## config.mk

```make
export PLATFORM = sky130hd
export DESIGN_NAME = mfir_cell
export DESIGN_NICKNAME = d
export VERILOG_FILES = /design/src/hdl/mfir_pkg.sv /design/src/hdl/mfir_cell.sv
export SDC_FILE = /design/constraint.sdc
export NUM_CORES = 1
export LEC_CHECK = 0
export ABC_AREA = 1
export CAP_MARGIN = 15
export CORE_ASPECT_RATIO = 0.9
export CORE_UTILIZATION = 44
export CTS_BUF_LIST = sky130_fd_sc_hd__clkbuf_8
export CTS_CLUSTER_DIAMETER = 150
export DETAILED_ROUTE_END_ITERATION = 10
export DONT_BUFFER_PORTS = 1
export PLACE_DENSITY = 0.67
export SLEW_MARGIN = 30
export SYNTH_ARGS = -nofsm -noshare
export SYNTH_HDL_FRONTEND = slang
export SYNTH_SLANG_ARGS = --single-unit
```

## constraint.sdc

```tcl
create_clock -name clk -period 1.55 [get_ports clk]
set_input_delay 0.31 -clock clk [delete_from_list [all_inputs] [get_ports clk]]
set_output_delay 0.31 -clock clk [all_outputs]
set_load 0.05 [all_outputs]
```

## src/hdl/mfir_pkg.sv

```systemverilog
// ----------------------------------------------------------------------------
// mfir_pkg
// Types and constants of the four-channel Q15 FIR filter.
// ----------------------------------------------------------------------------
`default_nettype none

package mfir_pkg;

  localparam int CHANNELS    = 4;
  localparam int TAPS_DEFAULT = 32;
  localparam int SMP_W       = 10;
  localparam int COEF_W      = 16;
  localparam int CH_W        = 2;
  localparam int TAP_W       = 5;
  localparam int OUT_W       = 16;
  localparam int Q_SHIFT     = 15;
  // signed coefficient times zero-extended sample
  localparam int PROD_W      = COEF_W + SMP_W + 1;

  localparam logic KIND_SAMPLE = 1'b0;
  localparam logic KIND_COEF   = 1'b1;

  typedef logic        [SMP_W-1:0]  smp_t;
  typedef logic signed [COEF_W-1:0] coef_t;
  typedef logic signed [OUT_W-1:0]  out_t;

  typedef smp_t  [CHANNELS-1:0] smp_vec_t;
  typedef coef_t [CHANNELS-1:0] coef_vec_t;
  typedef out_t  [CHANNELS-1:0] out_vec_t;

  typedef struct packed {
    logic            shift;
    logic            rotate;
    logic            coef_we;
    logic [CH_W-1:0] coef_ch;
  } cell_ctrl_t;

  typedef struct packed {
    logic clr;
    logic mul_en;
  } mac_ctrl_t;

  typedef enum logic [1:0] {
    ST_IDLE,
    ST_RUN,
    ST_DRAIN,
    ST_DONE
  } state_t;

endpackage

`default_nettype wire

```

## src/hdl/mfir_cell.sv

```systemverilog
// ----------------------------------------------------------------------------
// mfir_cell
// One tap of the ring: a sample and a coefficient for each channel.
// ----------------------------------------------------------------------------
`default_nettype none

module mfir_cell (
  input  wire                        clk,
  input  wire                        rst,
  input  mfir_pkg::cell_ctrl_t       ctrl,
  input  wire                        coef_sel,
  input  mfir_pkg::coef_t            coef_value,
  input  mfir_pkg::smp_vec_t         smp_left,
  input  mfir_pkg::smp_vec_t         smp_right,
  input  mfir_pkg::coef_vec_t        coef_right,
  output mfir_pkg::smp_vec_t         smp,
  output mfir_pkg::coef_vec_t        coef
);

  // shift: delay line moves one tap older
  // rotate: whole ring steps toward cell 0, which feeds the MAC
  always_ff @(posedge clk) begin
    if (rst) begin
      smp  <= '0;
      coef <= '0;
    end else if (ctrl.shift) begin
      smp <= smp_left;
    end else if (ctrl.rotate) begin
      smp  <= smp_right;
      coef <= coef_right;
    end else if (ctrl.coef_we && coef_sel) begin
      for (int c = 0; c < mfir_pkg::CHANNELS; c++) begin
        if (ctrl.coef_ch == mfir_pkg::CH_W'(c)) begin
          coef[c] <= coef_value;
        end
      end
    end
  end

endmodule

`default_nettype wire

```

==> qor.txt <==
outcome = finished clean
most common cell in the synthesized netlist = nor2_1
die area = 12000 sq um
Fmax = 729 MHz
Max Clock Skew = 0 ns
Final HPWL DP = 11500 um
drt via density = 5.30
clock slew at reported path FFs = 0.09 ns
critical path class = reg -> out
GPL Wtd Cong = 0.853
vias in the first global route = 4477
max-slew violations = 0
htree depth = 3
Worst Setup Start Kind = register
Seq/Total Area, Yosys = 40.8%
Commonest cells post-synth = nor2_1, nand2_1, dfxtp_1
combinational share of power = 13.2%
Post-synth EDFFs = 0
Routed WL = 15600 um
Net Sw Power = 2.22 mW
Die Width = 116 um
Peak supply drop = 752 uV
Hold Path Class = in -> reg
Tot GR Track Use = 25.5%
Syn Nets = 989
global route overflow = 0
fin area = 5360 sq um
# setup viols final = 0
crit path max fanout = 2
share of cells above drive strength 1 = 4.31%
Post-Place Setup Slack = 0.211 ns
synth top area cells = dfxtp_1, nor2_1, nand2_1
nets = 954
CTS root buf = clkbuf_8
post-CTS setup repair buffer count = 0
Most used DFF post-synth = dfxtp_1
Setup WS post-layout = 0.178 ns
Core Area = 11000 sq um
MaxCap Viol Count = 0
diodes inserted = 0
post-route DRC violation count = 0
Power Internal = 3.85 mW
Layout Cells excl Fill = 941
Die Y = 104 um
1st-iter DRT viols = 421
Pre-antenna DRT Iters = 7
Mapped Area = 5100 sq um
# placed instances = 927
Initial Util = 46.2%
flops & latches, synth = 104
# resized after CTS = 0
slew margin rel. = 50.5%
dpl cell area = 5190 sq um
Worst EP arrival = 1.06 ns
Mean Syn Cell Area = 6.21 sq um
warnings from Yosys = 0
Clk pwr share = 25.9%
worst-margin pin slew = 0.742 ns
port bufs = 0
Synth top area share = 40.8%
Worst EP required = 1.24 ns
Sw Share = 36.6%
drt wl/cell = 16.5 um
P_leak = 2.67 nW
Worst Setup End Kind = output port
Sequential Power Share = 61.0%
clk buf depth = 2
Antenna Nets Post-Route = 0
CTS tree = done
crit path time final = 1.37 ns
endpoints failing hold = 0
Post-Synthesis Cells = 821
initial antenna violation count = 0
PD cells = 1130 nW/um^2
hold_buf cts = 0
IO Count = 272
post-route setup TNS = 0 ns
Yosys top cell by area = dfxtp_1
CTS sink cnt = 104
Layout area overhead = 5.10%
Yosys cell types = 19
largest net degree at the start of global routing = 101
Core Rows = 36
first-pass GRT wire length = 23200 um
total power = 6.07 mW
Worst-Skew Late Latency = 0.37 ns
final period utilization = 88.5%
routed via count = 4988
FFs w/ async S/R, synth = 0%
RSZ-0062 raised after global routing = false
total CTS buffers = 9
## power groups by stage
stage               Combinational (mW)  Sequential [mW]  Clock, mW
floorplan                        0.667             3.72          0
global placement                 0.773             3.76          0
detailed placement               0.799             3.77          0
CTS                              0.801             3.71       1.60
global route                     0.918             3.73       1.71
finish                           0.799             3.70       1.57
## sequential cells by signal, summed over array words and instances, names as in the netlist
| register | count |
|---|---|
| coef | 64 |
| smp | 40 |
## cell type report
class                   instances  area, sq um
fillers                      1165         5670
multi-input cells             578         2460
inverters                      85          319
clock buffers                  12          165
repair buffers                  8          135
well taps                     152          190
clock inverters                 2         7.51
flip-flops and latches        104         2080
## final timing paths
| path | start | cells past startpoint | end | slack, ns |
|---|---|---|---|---|
| setup / recovery | coef[59] | 0 | coef[59] | 0.18 |
| hold / removal | smp_left[34] | 2 | smp[34] | 0.07 |
| setup reg to reg | smp[24] | 2 | smp[24] | 0.48 |
| hold reg to reg | smp[34] | 2 | smp[34] | 0.55 |
## kinds of logic (layout without fill, tap and decap cells)
kind of cell / count (synthesis) / in the layout / synth area share (%)
AOI/OAI and AO/OA: 98 / 98 / 9.83
buffers and inverters: 139 / 107 / 11.1
DFF: 104 / 104 / 40.8
and+or+nand+nor: 480 / 480 / 38.2
## routing by layer
metal / global-route usage [%] / part of all wire [%] / vias to the layer above
li1: - / - / 2457
met1: 30.8 / 40 / 2233
met2: 41.6 / 47 / 265
met3: 8.04 / 9.9 / 33
met4: 10.1 / 2.9 / 0
met5: 0 / 0 / -
## metrics by stage
stage          hold slack (ns)  utilization, %
3_5_place_dp             0.455            47.0
3_3_place_gp             0.450            47.0
2_1_floorplan            0.444               -
5_1_grt                 0.0480            48.6
4_1_cts                 0.0431            48.6
6_report                0.0681            48.6
## cell usage in the layout, fill, tap and decap left out, drive strengths merged
cell / count
buf: 8
a21oi: 21
inv: 87
nor2: 219
clkbuf: 12
nand2: 168
nor3: 44
nand3: 49
o21ai: 77
dfxtp: 104
(Power assumes the default switching activity.)
