[config.mk]
export PLATFORM = sky130hd
export DESIGN_NAME = mfir_mac
export DESIGN_NICKNAME = d
export VERILOG_FILES = /design/src/hdl/mfir_pkg.sv /design/src/hdl/mfir_mac.sv
export SDC_FILE = /design/constraint.sdc
export NUM_CORES = 2
export LEC_CHECK = 0
export BUFFER_PORTS_ARGS = -buffer_cell sky130_fd_sc_hd__buf_2
export CAP_MARGIN = 20
export CORE_MARGIN = 2
export CORE_UTILIZATION = 40
export CTS_CLUSTER_DIAMETER = 40
export DETAILED_ROUTE_END_ITERATION = 10
export PLACE_DENSITY = 0.58
export SYNTH_ARGS = -nofsm -noshare
export SYNTH_HDL_FRONTEND = slang
export SYNTH_SLANG_ARGS = --single-unit
[constraint.sdc]
create_clock -name clk -period 6.9 [get_ports clk]
set_input_delay 0.345 -clock clk [delete_from_list [all_inputs] [get_ports clk]]
set_output_delay 0.345 -clock clk [all_outputs]
set_load 0.1 [all_outputs]
[src/hdl/mfir_pkg.sv]
// ----------------------------------------------------------------------------
// mfir_pkg
// Types and constants of the four-channel Q15 FIR filter.
// ----------------------------------------------------------------------------
`default_nettype none

package mfir_pkg;

  localparam int CHANNELS    = 4;
  localparam int TAPS_DEFAULT = 32;
  localparam int SMP_W       = 10;
  localparam int COEF_W      = 16;
  localparam int CH_W        = 2;
  localparam int TAP_W       = 5;
  localparam int OUT_W       = 16;
  localparam int Q_SHIFT     = 15;
  // signed coefficient times zero-extended sample
  localparam int PROD_W      = COEF_W + SMP_W + 1;

  localparam logic KIND_SAMPLE = 1'b0;
  localparam logic KIND_COEF   = 1'b1;

  typedef logic        [SMP_W-1:0]  smp_t;
  typedef logic signed [COEF_W-1:0] coef_t;
  typedef logic signed [OUT_W-1:0]  out_t;

  typedef smp_t  [CHANNELS-1:0] smp_vec_t;
  typedef coef_t [CHANNELS-1:0] coef_vec_t;
  typedef out_t  [CHANNELS-1:0] out_vec_t;

  typedef struct packed {
    logic            shift;
    logic            rotate;
    logic            coef_we;
    logic [CH_W-1:0] coef_ch;
  } cell_ctrl_t;

  typedef struct packed {
    logic clr;
    logic mul_en;
  } mac_ctrl_t;

  typedef enum logic [1:0] {
    ST_IDLE,
    ST_RUN,
    ST_DRAIN,
    ST_DONE
  } state_t;

endpackage

`default_nettype wire

[src/hdl/mfir_mac.sv]
// ----------------------------------------------------------------------------
// mfir_mac
// Per-channel multiply-accumulate lanes with a registered product.
// ----------------------------------------------------------------------------
`default_nettype none

module mfir_mac #(
  parameter int TAPS = mfir_pkg::TAPS_DEFAULT
) (
  input  wire                   clk,
  input  wire                   rst,
  input  mfir_pkg::mac_ctrl_t   ctrl,
  input  mfir_pkg::smp_vec_t    smp,
  input  mfir_pkg::coef_vec_t   coef,
  output mfir_pkg::out_vec_t    result
);

  localparam int ACC_W = mfir_pkg::PROD_W + $clog2(TAPS) + 4;

  logic signed [mfir_pkg::PROD_W-1:0] prod [mfir_pkg::CHANNELS];
  logic signed [ACC_W-1:0]            acc  [mfir_pkg::CHANNELS];
  logic                               prod_vld;

  always_ff @(posedge clk) begin
    if (rst) begin
      prod_vld <= 1'b0;
    end else begin
      prod_vld <= ctrl.mul_en;
    end
  end

  always_ff @(posedge clk) begin
    for (int c = 0; c < mfir_pkg::CHANNELS; c++) begin
      if (ctrl.mul_en) begin
        prod[c] <= $signed(coef[c]) * $signed({1'b0, smp[c]});
      end
      if (ctrl.clr) begin
        acc[c] <= '0;
      end else if (prod_vld) begin
        acc[c] <= acc[c] + ACC_W'(prod[c]);
      end
    end
  end

  // floor shift by 15, low 16 bits kept
  always_comb begin
    for (int c = 0; c < mfir_pkg::CHANNELS; c++) begin
      result[c] = acc[c][mfir_pkg::Q_SHIFT +: mfir_pkg::OUT_W];
    end
  end

endmodule

`default_nettype wire

==> metrics.cfg <==
[drt]
vias = 26600
routed_wl_mm = 81.0
via_per_inst = 4.95
antenna_left = 0
wl_per_cell_um = 15.1
drc_errors = 0
drt_iter0_drc = 1256
firstDrtPassIters = 5

[clock_network]
cts-root-buf = clkbuf_16
tritoncts = yes
h-tree-depth = 2
path_clk_slew_ns = 0.05
cts_buffers = 38
clock_latency_ns = 0.55
cts_num_sinks = 233
clock_path_buffers = 3

[timing]
setup_slack_ns = 1.58
finalCritPeriodShare_pct = 77.2
slew_viol_final = 0
skew_ns = 0.0212
setup_viol = 0
timing.fmax_ghz = 0.188
min_period_ns = 5.32
rsz0062_at_grt = false
slew-limit-headroom_pct = 34.5
finalHoldViolations = 0
holdWs_ns = 0.290
tightest_slew_ns = 0.983
fin_setup_tns_ns = 0

[yosys]
syn_nets = 5109
netlist_area_um2 = 38000
synthCells = 4053
synth_top_area_share_pct = 30.8
yosys-top-cells-area = fa_1, edfxtp_1, ha_1
synth_flop_cell = edfxtp_1
synth_seq_cells = 233
synth_edf_count = 232
seq_area_frac_synth_pct = 18.4
synthDistinctLibCells = 73
syn_area_per_cell_um2 = 9.37
synthArstFlopShare_pct = 0
yosysTopAreaCell = fa_1
ys_warn_count = 0

[grt]
antenna_found_initial = 2
grt_pass1_vias = 27600
grt_usage_pct = 17.1
grt_pass1_wl_mm = 138
grt_start_max_net_pins = 65
overflow = 0

[floorplan]
core-area_um2 = 94600
boundaryPins = 172
die_area_um2 = 97400
chipHeight_um = 312
dieWidth_um = 312
start_util_pct = 40.1
fp-row-count = 113

[layout]
diodes = 0
ff_latch_area_um2 = 6990
multi_input_area_um2 = 27000
fill_cells = 9336
area_growth_pct = 7.60
drive_gt1_share_pct = 6.59
fin_cells = 5379
nets = 5140

[placed_design]
dp_hpwl_mm = 65.1
dp.cells = 5308
post-place-ws_ns = 1.03
routabilityCongestion = 0.825
io_buffers = 171

[setup_path]
crit_fanout = 16
crit_arrival_ns = 5.60
path_class = input port to flop
end_kind = flop
cp.required_ns = 7.18
start_kind = input port

[hold_path]
hp-class = input port to flop

[outcome]
run_status = completed

[pwr]
power_density_nw_per_um2 = 462
irDropWorstVdd_v = 0.000587
p_leak_nw = 20.2

[job]
cap_viol_max_count = 0

## per-stage QoR
step	area (um^2)	total power [mW]	utilization (%)
after floorplan	38000	14.3	-
after global placement	39500	17.0	41.8
after detailed placement	39500	17.1	41.8
after CTS	40900	19.2	43.2
after global routing	40900	21.2	43.2
final	40900	18.9	43.2
## layer usage
| layer | wire length, um | GRT usage [%] |
|---|---|---|
| met4 | 1330 | 3.10 |
| met1 | 36300 | 22.6 |
| met2 | 40000 | 30.1 |
| met3 | 3410 | 2.48 |
| met5 | 0 | 0 |
## worst paths after layout
path	from	end	slack [ns]	cells past startpoint
max	smp[22]	prod[2][26]	1.58	20
min	coef[48]	prod[3][0]	0.29	2
max reg2reg	prod[0][0]	acc[0][30]	3.53	12
min reg2reg	acc[1][0]	acc[1][0]	0.64	2
## synthesized netlist by cell type (42+ instances only)
master / n
clkbuf_1: 112
xor2_1: 72
buf_4: 64
nor3_1: 42
and2_1: 301
ha_1: 364
o21ai_0: 81
fa_1: 584
a21oi_1: 159
xnor2_1: 125
nor2_1: 188
a21o_1: 95
nand2_1: 443
edfxtp_1: 232
inv_1: 818
## cell usage in the layout (no fill, tap or decap), types with 14 or more instances in the layout
cell	instances
a211oi_1	17
a21o_1	95
a21oi_1	159
a31oi_1	23
and2_1	301
and3_1	14
buf_2	170
clkbuf_16	41
edfxtp_1	232
fa_1	584
ha_1	364
inv_1	818
nand2_1	443
nand2b_1	26
nand3_1	34
nand4_1	15
nor2_1	188
nor2b_1	32
nor3_1	42
o211ai_1	14
o21a_1	28
o21ai_0	81
o21bai_1	23
xnor2_1	125
xor2_1	72
## area by class of cell
class / count / share of cell area, %
multi-input cells: 2815 / 66.0
clock buffers: 43 / 2.53
flip-flops and latches: 233 / 17.1
repair buffers: 178 / 2.24
clock inverters: 27 / 0.704
well taps: 1265 / 3.87
inverters: 818 / 7.51
## power breakdown
group	switching, mW	total, mW	internal, mW
logic	7.95	14.0	6.07
clock network	0.810	1.98	1.17
registers	0.208	2.87	2.66
total	8.96	18.9	9.90
## sequential cells by signal (all words and copies together), names as in the netlist
signal / cells
acc: 124
prod: 108
prod_vld: 1
## logic make-up (layout without fill, tap and decap cells)
group / count (synthesis) / count (layout) / synth area share (%)
mux: 2 / 2 / 0.0527
buf+inv: 1005 / 1066 / 10.6
compound gates: 531 / 531 / 9.22
xor+xnor: 197 / 197 / 4.54
flops: 233 / 233 / 18.4
simple gates: 1137 / 1137 / 14.4
fa+ha+maj: 948 / 948 / 42.8
## worst max-delay path, cell delays in order
cell      delay [ns]
buf_2           0.26
nand2_1         0.13
fa_1            0.57
fa_1            0.47
fa_1            0.55
inv_1           0.05
fa_1            0.48
inv_1           0.05
fa_1            0.47
inv_1           0.04
ha_1            0.33
a21o_1          0.20
a21o_1          0.16
a21oi_1         0.17
a21boi_1        0.09
buf_4           0.17
a221o_1         0.37
a41o_1          0.27
o41a_1          0.32
xnor2_1         0.13
## timing repair
| item | 4_1_cts | 5_1_grt |
|---|---|---|
| buffers inserted | 0 | 0 |
| hold buffers | 1 | 0 |
| endpoints found under the hold margin | 1 | 0 |
| resized for setup | 0 | 0 |
Power figures use the tool's default switching activity.
